## src/rtl/ezq_pkg.sv

```systemverilog
// ----------------------------------------------------------------------------
// ezq_pkg: shared types and constants for the euler zyx to quaternion block
// Half angle, cordic vector and arctangent table definitions used by the
// fold stage, the cordic cells, the product mixer and the top level.
// ----------------------------------------------------------------------------
package ezq_pkg;

  // cordic step count and lane assignment
  localparam int CORDIC_STEPS = 16;
  localparam int LANES        = 3;
  localparam int LANE_ROLL    = 0;
  localparam int LANE_PITCH   = 1;
  localparam int LANE_YAW     = 2;

  // half angle in units of 2^-16 rad, cos/sin in q.16
  localparam int ANG_W = 18;
  localparam int CS_W  = 18;

  typedef logic signed [ANG_W-1:0] ang_t;
  typedef logic signed [CS_W-1:0]  cs_t;

  localparam logic signed [ANG_W:0] ANG_PI      = 19'sd205887;
  localparam ang_t                  ANG_HALF_PI = 18'sd102944;
  localparam cs_t                   CORDIC_START = 18'sd39797;

  // arctangent of 2^-i in units of 2^-16 rad
  localparam ang_t ATAN_TABLE [CORDIC_STEPS] = '{
    18'sd51472, 18'sd30386, 18'sd16055, 18'sd8150,
    18'sd4091,  18'sd2047,  18'sd1024,  18'sd512,
    18'sd256,   18'sd128,   18'sd64,    18'sd32,
    18'sd16,    18'sd8,     18'sd4,     18'sd2
  };

  // one rotating vector with its residual angle
  typedef struct packed {
    ang_t z;
    cs_t  y;
    cs_t  x;
  } lane_t;

  // the three angle lanes travelling together down the cordic chain
  typedef struct packed {
    lane_t [LANES-1:0] lane;
    logic  [LANES-1:0] flip;
  } cordic_bus_t;

endpackage

```

## src/rtl/ezq_angle_fold.sv

```systemverilog
// ----------------------------------------------------------------------------
// ezq_angle_fold: half angle and range fold
// Forms the half angle of each input, folds it into plus or minus pi/2 and
// loads the starting cordic vector for the chain.
// ----------------------------------------------------------------------------
module ezq_angle_fold import ezq_pkg::*; (
  input  logic               clk,
  input  logic               rst,
  input  logic               in_valid,
  output logic               in_ready,
  input  logic signed [15:0] roll_angle,
  input  logic signed [15:0] pitch_angle,
  input  logic signed [15:0] yaw_angle,
  output logic               out_valid,
  input  logic               out_ready,
  output cordic_bus_t        out_data
);

  logic signed [15:0]  ang [LANES];
  ang_t                half_ang [LANES];
  logic signed [ANG_W:0] wide_ang [LANES];
  logic signed [ANG_W:0] folded [LANES];
  cordic_bus_t         data_next;

  assign ang[LANE_ROLL]  = roll_angle;
  assign ang[LANE_PITCH] = pitch_angle;
  assign ang[LANE_YAW]   = yaw_angle;

  // half angle is the q2.13 input times four, then fold by pi
  always_comb begin
    for (int l = 0; l < LANES; l++) begin
      half_ang[l] = $signed({ang[l], 2'b00});
      wide_ang[l] = {half_ang[l][ANG_W-1], half_ang[l]};
      if (half_ang[l] > ANG_HALF_PI) begin
        folded[l]         = wide_ang[l] - ANG_PI;
        data_next.flip[l] = 1'b1;
      end else if (half_ang[l] < -ANG_HALF_PI) begin
        folded[l]         = wide_ang[l] + ANG_PI;
        data_next.flip[l] = 1'b1;
      end else begin
        folded[l]         = wide_ang[l];
        data_next.flip[l] = 1'b0;
      end
      data_next.lane[l].x = CORDIC_START;
      data_next.lane[l].y = '0;
      data_next.lane[l].z = folded[l][ANG_W-1:0];
    end
  end

  assign in_ready = !out_valid || out_ready;

  // stage valid
  always_ff @(posedge clk) begin
    if (rst) begin
      out_valid <= 1'b0;
    end else if (in_ready) begin
      out_valid <= in_valid;
    end
  end

  // stage payload
  always_ff @(posedge clk) begin
    if (in_ready && in_valid) begin
      out_data <= data_next;
    end
  end

endmodule

```

## config.mk

```make
export PLATFORM = sky130hd
export DESIGN_NAME = ezq_angle_fold
export DESIGN_NICKNAME = d
export VERILOG_FILES = /design/src/rtl/ezq_pkg.sv /design/src/rtl/ezq_angle_fold.sv
export SDC_FILE = /design/constraint.sdc
export NUM_CORES = 1
export LEC_CHECK = 0
export ABC_CLOCK_PERIOD_IN_PS = 2700
export BUFFER_PORTS_ARGS = -buffer_cell sky130_fd_sc_hd__buf_4
export CAP_MARGIN = 20
export CELL_PAD_IN_SITES_DETAIL_PLACEMENT = 0
export CELL_PAD_IN_SITES_GLOBAL_PLACEMENT = 2
export CORE_MARGIN = 10
export CORE_UTILIZATION = 27
export DETAILED_ROUTE_END_ITERATION = 16
export PLACE_DENSITY_LB_ADDON = 0.1
export SLEW_MARGIN = 5
export SYNTH_ARGS = -nofsm -noshare
export SYNTH_HDL_FRONTEND = slang
export SYNTH_SLANG_ARGS = --single-unit
```

## constraint.sdc

```tcl
create_clock -name clk -period 2.7 [get_ports clk]
set_input_delay 0.675 -clock clk [delete_from_list [all_inputs] [get_ports clk]]
set_output_delay 0.675 -clock clk [all_outputs]
set_load 0.1 [all_outputs]
```

==> run summary <==
DRT antenna net count -> 0
internal power -> 1.64 mW
power share of the combinational group -> 0.477
Hold WC Path Type -> flop to flop
Initial DRT Pass Iterations -> 4
drt wl/cell -> 16.7 um
hold_buf cts -> 0
Top FF cell, synth -> edfxtp_1
CP top delay family -> simple AND/OR/NAND/NOR gates
Routability Congestion -> 0.794
vias per inst -> 4.14
largest net degree at the start of global routing -> 55
first-pass GRT wire length -> 19.3 mm
cell with the most instances after synthesis -> buf_4
via count -> 3,122
EDFF count, synth -> 54
worst IR drop on VDD -> 0.000256 V
setup TNS -> 0 ps
Worst Path Buf+Inv -> 3
Startpoint Class -> input pin
total gr overflow -> 0
Synth Area in Adders -> 0.0258
all-layer global routing usage -> 0.112
Tmin final -> 2220 ps
Setup violations, final -> 0
die area -> 0.0216 mm^2
post-synthesis cell count -> 437
first-iteration detailed-routing DRC count -> 114
Yosys top cell area share -> 0.372
setup ws final -> 476 ps
CTS max path bufs -> 2
crit-path cells -> buf_4 > inv_1 > ha_1 > nor4bb_1 > nand4b_1 > nand4_1 > buf_4 > o22ai_1 > xor2_1
Ports -> 219
crit-path most repeated cell -> buf_4
crit end category -> flop
CTS Buf Count -> 5
Sequential Power Share -> 0.312
Avg Inst Size Synth -> 9.97 um^2
area grow syn2layout -> 18.0%
Slew headroom -> 0.654
largest family of logic cells by synthesized area -> buffers and inverters
Core Region -> 0.0158 mm^2
die height -> 147 um
vias in the first global route -> 3,381
fraction of the cycle the final worst path needs -> 0.824
Peak Freq -> 0.450 GHz
placed wire-length estimate -> 10.0 mm
clk slew on worst S/H paths -> 70 ps
max-cap violation count -> 0
register area share after synthesis -> 0.377
worst setup path class -> input pin to flop
share of layout cells above drive strength 1 -> 0.279
switching power -> 1.69 mW
Final Max Slew Viols -> 0
critical path required time -> 2750 ps
final-report hold violation count -> 0
Initial Util -> 0.275
Max stage delay on crit path -> 330 ps
Synth Area in Simple Gates -> 0.137
Final nets -> 598
compound-gate portion of the synthesized area -> 0.136
unrepaired setup endpoints after global routing -> false
initial antenna violation count -> 0
critical path's slowest cell -> nor4bb_1
FF+latch count, synth -> 55
die width -> 147 um
multiplexer share of the synthesized area -> 0.00689
Clock Latency Late Sink -> 300 ps
row cnt -> 46
final setup skew -> 7.89 ps
clock power share -> 0.211
Synth Area in XOR/XNOR -> 0.0724
Total Wirelength -> 12.6 mm
crit path DAT -> 2280 ps
CTS tree -> yes
Yosys Warn Count -> 0
Leak -> 2.30 nW
Root Driver -> clkbuf_16
CP Max Fanout -> 9
Ant. Diodes -> 0
Net Sw Frac -> 0.507
async set or reset register ratio after synthesis -> 0
Post-route DRC -> 0
cell taking the most area after synthesis -> edfxtp_1
Post CTS Setup Buffer Count -> 0
measured slew at the worst slew-check pin -> 518 ps
top cells by area, synth -> edfxtp_1, buf_4, xor2_1
cell area power density -> 649 mW/mm^2
H-tree levels -> 2
setup slack at placement -> 144 ps
status -> finished clean
commonest cells in the netlist -> buf_4, edfxtp_1, nand2_1
clk sink count -> 55
port buffer count -> 110
cell area after synthesis -> 0.00436 mm^2
post-CTS sizing -> 0
count of different cell masters after synthesis -> 61
cell families after synthesis:
logic type / after synthesis
adder cells (fa/ha/maj): 9
multiplexers: 3
other: 2
XOR/XNOR: 36
AND/OR/NAND/NOR: 105
AO/OA/AOI/OAI: 70
buffers and inverters: 157
flip-flops: 55
worst paths after layout:
kind / startpoint / endpoint / slack, ps / cells after the start
max: roll_angle[0] / out_data[48]$_DFFE_PP_ / 480 / 9
min: out_valid$_SDFFE_PP0N_ / out_valid$_SDFFE_PP0N_ / 510 / 2
max reg2reg: out_valid$_SDFFE_PP0N_ / out_data[50]$_DFFE_PP_ / 1480 / 3
min reg2reg: out_valid$_SDFFE_PP0N_ / out_valid$_SDFFE_PP0N_ / 510 / 2
tightest hold or removal path, cell delays in order, from the launching register on:
cell      delay, ps
dfxtp_1         320
nand2b_2         80
a21oi_1          60
power groups by stage:
stage	Clock (mW)	Sequential (mW)	Combinational (mW)
finish	0.705	1.04	1.59
global route	0.784	1.05	1.65
CTS	0.750	1.04	1.59
detailed placement	0	1.06	1.59
global placement	0	1.06	1.59
floorplan	0	1.50	1.02
through the flow:
stage	hold WS [ps]	std cells	instance area (um^2)	utilization	power, mW
final	507	754	5140	0.325	3.33
after global routing	521	754	5140	0.325	3.48
after CTS	508	754	5140	0.325	3.38
after detailed placement	502	746	4980	0.315	2.65
after global placement	493	746	4980	0.315	2.65
after floorplan	744	543	4760	-	2.52
cells in the final DEF (no fill, tap or decap), types with 4 or more instances in the layout:
master | netlist | layout
a31oi_1 | 5 | 5
buf_4 | 112 | 121
clkbuf_16 | 0 | 5
conb_1 | 2 | 108
edfxtp_1 | 54 | 54
ha_1 | 9 | 9
inv_1 | 21 | 21
nand2_1 | 36 | 36
nand3_1 | 6 | 6
nand4_1 | 6 | 6
nor2_1 | 13 | 13
nor2b_1 | 6 | 6
nor3_1 | 5 | 5
nor3b_1 | 6 | 6
nor4bb_1 | 5 | 5
o21ai_0 | 16 | 16
o22ai_1 | 10 | 10
o22ai_2 | 4 | 4
xnor2_1 | 13 | 13
xor2_1 | 23 | 23
state kept, by name (all words and copies together) (netlist names):
register,cells
out_data,54
out_valid,1
per-layer routing:
metal / global-route usage / wire (um)
met4: 0.0431 / 219
met3: 0.0326 / 800
met2: 0.188 / 6110
met1: 0.131 / 5440
met5: 0 / 0
area by class of cell:
cell class	instances	area, um^2
tap	216	270
timing repair buffer	122	928
fill	1688	10700
clock buffer	8	156
inverter	22	85.1
sequential	55	1640
multi-input combinational	331	2060
Power figures use the tool's default switching activity.
