**config.mk**
```make
export PLATFORM = sky130hd
export DESIGN_NAME = ezq_cordic_cell
export DESIGN_NICKNAME = d
export VERILOG_FILES = /design/src/rtl/ezq_pkg.sv /design/src/rtl/ezq_cordic_cell.sv
export SDC_FILE = /design/constraint.sdc
export NUM_CORES = 1
export LEC_CHECK = 0
export BUFFER_PORTS_ARGS = -buffer_cell sky130_fd_sc_hd__buf_2
export CELL_PAD_IN_SITES_DETAIL_PLACEMENT = 1
export CELL_PAD_IN_SITES_GLOBAL_PLACEMENT = 2
export CORE_MARGIN = 2
export CORE_UTILIZATION = 36
export CTS_CLUSTER_SIZE = 40
export DETAILED_ROUTE_END_ITERATION = 16
export PLACE_DENSITY_LB_ADDON = 0.3
export SYNTH_ARGS = -nofsm -noshare
export SYNTH_HDL_FRONTEND = slang
export SYNTH_SLANG_ARGS = --single-unit
```
**constraint.sdc**
```tcl
create_clock -name clk -period 8.27 [get_ports clk]
set_input_delay 1.2405 -clock clk [delete_from_list [all_inputs] [get_ports clk]]
set_output_delay 1.2405 -clock clk [all_outputs]
set_load 0.01 [all_outputs]
```
**src/rtl/ezq_pkg.sv**
```systemverilog
// ----------------------------------------------------------------------------
// ezq_pkg: shared types and constants for the euler zyx to quaternion block
// Half angle, cordic vector and arctangent table definitions used by the
// fold stage, the cordic cells, the product mixer and the top level.
// ----------------------------------------------------------------------------
package ezq_pkg;

  // cordic step count and lane assignment
  localparam int CORDIC_STEPS = 16;
  localparam int LANES        = 3;
  localparam int LANE_ROLL    = 0;
  localparam int LANE_PITCH   = 1;
  localparam int LANE_YAW     = 2;

  // half angle in units of 2^-16 rad, cos/sin in q.16
  localparam int ANG_W = 18;
  localparam int CS_W  = 18;

  typedef logic signed [ANG_W-1:0] ang_t;
  typedef logic signed [CS_W-1:0]  cs_t;

  localparam logic signed [ANG_W:0] ANG_PI      = 19'sd205887;
  localparam ang_t                  ANG_HALF_PI = 18'sd102944;
  localparam cs_t                   CORDIC_START = 18'sd39797;

  // arctangent of 2^-i in units of 2^-16 rad
  localparam ang_t ATAN_TABLE [CORDIC_STEPS] = '{
    18'sd51472, 18'sd30386, 18'sd16055, 18'sd8150,
    18'sd4091,  18'sd2047,  18'sd1024,  18'sd512,
    18'sd256,   18'sd128,   18'sd64,    18'sd32,
    18'sd16,    18'sd8,     18'sd4,     18'sd2
  };

  // one rotating vector with its residual angle
  typedef struct packed {
    ang_t z;
    cs_t  y;
    cs_t  x;
  } lane_t;

  // the three angle lanes travelling together down the cordic chain
  typedef struct packed {
    lane_t [LANES-1:0] lane;
    logic  [LANES-1:0] flip;
  } cordic_bus_t;

endpackage

```
**src/rtl/ezq_cordic_cell.sv**
```systemverilog
// ----------------------------------------------------------------------------
// ezq_cordic_cell: one rotation step of the cordic chain
// Rotates the three angle lanes by plus or minus atan(2^-STEP) and hands
// the vectors to the next cell.
// ----------------------------------------------------------------------------
module ezq_cordic_cell import ezq_pkg::*; #(
  parameter int STEP = 0
) (
  input  logic        clk,
  input  logic        rst,
  input  logic        in_valid,
  output logic        in_ready,
  input  cordic_bus_t in_data,
  output logic        out_valid,
  input  logic        out_ready,
  output cordic_bus_t out_data
);

  localparam ang_t STEP_ATAN = ATAN_TABLE[STEP];

  cs_t         dx [LANES];
  cs_t         dy [LANES];
  cordic_bus_t data_next;

  // rotate toward zero residual angle
  always_comb begin
    data_next.flip = in_data.flip;
    for (int l = 0; l < LANES; l++) begin
      dx[l] = $signed(in_data.lane[l].y) >>> STEP;
      dy[l] = $signed(in_data.lane[l].x) >>> STEP;
      if (!in_data.lane[l].z[ANG_W-1]) begin
        data_next.lane[l].x = in_data.lane[l].x - dx[l];
        data_next.lane[l].y = in_data.lane[l].y + dy[l];
        data_next.lane[l].z = in_data.lane[l].z - STEP_ATAN;
      end else begin
        data_next.lane[l].x = in_data.lane[l].x + dx[l];
        data_next.lane[l].y = in_data.lane[l].y - dy[l];
        data_next.lane[l].z = in_data.lane[l].z + STEP_ATAN;
      end
    end
  end

  assign in_ready = !out_valid || out_ready;

  // stage valid
  always_ff @(posedge clk) begin
    if (rst) begin
      out_valid <= 1'b0;
    end else if (in_ready) begin
      out_valid <= in_valid;
    end
  end

  // stage payload
  always_ff @(posedge clk) begin
    if (in_ready && in_valid) begin
      out_data <= data_next;
    end
  end

endmodule

```
==> metrics <==
Avg Vias per Cell 5.26; area of the die 42,100 um2; count of cell types in the netlist 70; Die Height 205 um; worst path setup slack after routing 4500 ps; startpoint kind of the worst setup timing path input pin; cell class contributing the biggest share of worst-path delay compound AO/OA/AOI/OAI gates; worst setup path class in -> reg; DR iter-0 viols 596; TritonRoute pass-1 iters 4; initial antenna violation count 11; total power after layout 2.88 mW; # rows 73; final period demand of the worst path 3770 ps; Internal Dissipation 1.86 mW; total negative slack 0 ps; cts hold-fix bufs 0; Final #Nets 2,247; number of global-route vias before repair 13,200; Core Box Area 39,800 um2; number of placed instances with taps included 2,374; Clk Latency, worst-skew pair 460 ps; wire length of the first global-routing pass 72,400 um; number of buffers and inverters on the critical path 4; Net Count, Synth 1,946; FF+latch count, synth 163; final wirelength 46,500 um; post-placement setup slack 4020 ps; post-synthesis area per instance 9.29 um2; top-level I/O count 336; ratio of cells with drive above 1 in the final layout 21.3%; clock transition at the registers of the reported paths 70 ps; total count of hold-check failures in the final report 0; clock tree from TritonCTS yes; worst ir drop on vdd 146 uV; data arrival time at the worst-slack endpoint 3970 ps; post-synthesis cell type with the largest combined area edfxtp_1; count of yosys warnings during synthesis 0; worst-case clock skew 9.49 ps; total congestion overflow after global routing 0; top cells by area, synth edfxtp_1 33%, ha_1 17%, xnor2_1 6.6%; quantity of gates resized following cts 0; worst-path maximum fanout 40; async set-or-reset flop fraction in the synthesized netlist 0%; H-tree depth 4; share of the core filled with cells in the final layout 43.4%; number of buffer cells added on primary ports 335; headroom to the max-slew limit 36.2%; MaxCap Viol Count 0; slew at the pin closest to its max-slew limit 957 ps; count of vias placed by the detailed router 12,700; fraction of the yosys area taken by sequential cells 33.6%; capturing element type of the critical path flip-flop; area fraction of the dominant cell type after synthesis 33.4%; most used standard cell by instance count after synthesis ha_1; part of the power in registers 37.9%; Finish-stage setup viols 0; die extent in x 205 um; Post-Synthesis Cell Area 14,600 um2; pin count of the biggest net entering global routing 70; Hold WC Path Type reg -> reg; Final Max Tran Viols 0; GRT Overall Usage 22.1%; placed wire-length estimate after detailed placement 37,100 um; switching component of the power 1.03 mW; endpoint required time on the critical path 8470 ps; Finished Layout Cells 2,409; logic gate share of total power 34.6%; Post CTS Setup Buffer Count 0; ranking of synthesized cells by instance count 198 x ha_1, 168 x inv_1, 162 x edfxtp_1; wire length per cell after detailed routing 19.3 um; timing-limited maximum frequency 265 MHz; result of the run finished, final reports clean; number of buffers created by CTS 17; clock buffer depth 2; number of enable-type register cells in the synthesized netlist 162; Post-DRT Antenna Nets 0; Clock Sink Count 163; Initial Utilization 36.5%; standby leakage power 7.83 nW; Cell Pwr Density 167 nW/um2; switching share of power 35.6%; cell with the biggest individual delay on the critical path buf_4; drc violations 0; Worst path max stage delay 460 ps; RSZ-0062 raised after global routing no; cell at the root of the clock tree clkbuf_16; post-route clock period utilization 45.5%; synth-to-layout area growth 18.6%; most instantiated flip-flop cell in the synthesis netlist edfxtp_1; gate count after technology mapping 1,567; part of the power in the clock network 27.5%; gp weighted congestion 0.888; chain of cells forming the critical path buf_2 -> buf_4 -> inv_1 -> buf_4 -> ha_1 -> a21o_1 -> a21oi_1 -> nor2b_1 -> o211ai_1 -> nand2_1 -> a41oi_1 -> a21oi_1 -> xor2_1; filler cell count 4,766
[registers in the layout, summed over array words and instances (netlist names)]
register	cells
out_data	162
out_valid	1
[power groups by stage]
stage | Clock (mW) | Combinational (mW) | Sequential, mW
finish | 0.794 | 0.997 | 1.09
global route | 0.842 | 1.11 | 1.10
CTS | 0.820 | 1.01 | 1.10
detailed placement | 0 | 0.998 | 1.11
global placement | 0 | 0.980 | 1.11
floorplan | 0 | 0.586 | 1.17
[kinds of logic after synthesis]
logic type               share of synthesized area [%]
XOR/XNOR                                          7.94
buffers and inverters                             6.16
multiplexers                                      1.93
adder cells (fa/ha/maj)                           18.7
AND/OR/NAND/NOR                                   11.8
flip-flops                                        33.6
AO/OA/AOI/OAI                                     19.9
[area by class of cell]
type	count	area [um2]	area share [%]
flip-flops and latches	163	4880	28.3
multi-input cells	1174	8780	50.8
diodes	3	7.51	0.0435
clock inverters	15	139	0.804
clock buffers	17	425	2.46
well taps	525	657	3.80
inverters	168	631	3.65
repair buffers	344	1740	10.1
[worst min-delay path, delay by kind of cell (launching register included)]
kind	cells	cell delay, ps
and+or+nand+nor	1	120
AOI/OAI and AO/OA	1	80
DFF	1	310
[routing by layer]
metal / GRT usage [%] / part of all wire [%] / vias to the layer above
met4: 6.65 / 2.0 / 16
li1: - / - / 6177
met1: 27.8 / 45 / 6109
met2: 37.6 / 48 / 304
met5: 0 / 0.23 / -
met3: 4.84 / 5.6 / 60
[worst paths after layout]
| check | startpoint | end | slack (ps) | depth (start not counted) |
|---|---|---|---|---|
| worst max-delay path | in_data[164] | out_data[162]$_DFFE_PP_ | 4500 | 13 |
| worst min-delay path | out_valid$_SDFFE_PP0N_ | out_valid$_SDFFE_PP0N_ | 550 | 2 |
| worst max register to register | out_valid$_SDFFE_PP0N_ | out_data[8]$_DFFE_PP_ | 5960 | 3 |
| worst min register to register | out_valid$_SDFFE_PP0N_ | out_valid$_SDFFE_PP0N_ | 550 | 2 |
[stage by stage]
step	cell area [um2]	hold WS (ps)
after floorplan	14600	593
after global placement	16700	505
after detailed placement	16700	528
after CTS	17300	541
after global routing	17300	585
final	17300	551
[layout by cell type (no fill, tap or decap), types with 8 or more instances in the layout]
cell / netlist / routed
a211oi_1: 14 / 14
a21o_1: 28 / 28
a21oi_1: 150 / 150
a31oi_1: 13 / 13
buf_2: 9 / 335
buf_4: 4 / 9
clkbuf_16: 0 / 17
edfxtp_1: 162 / 162
fa_1: 12 / 12
ha_1: 198 / 198
inv_1: 168 / 168
mux2i_1: 28 / 28
nand2_1: 68 / 68
nand2b_1: 14 / 14
nand3_1: 24 / 24
nor2_1: 116 / 116
nor2b_1: 32 / 32
nor3_1: 29 / 29
nor4_1: 9 / 9
o211ai_1: 20 / 20
o21a_1: 16 / 16
o21ai_0: 82 / 82
o21bai_1: 20 / 20
o31ai_1: 14 / 14
o41ai_1: 8 / 8
or2_2: 12 / 12
or3_1: 16 / 16
xnor2_1: 110 / 110
xor2_1: 22 / 22
Power figures use the tool's default switching activity.
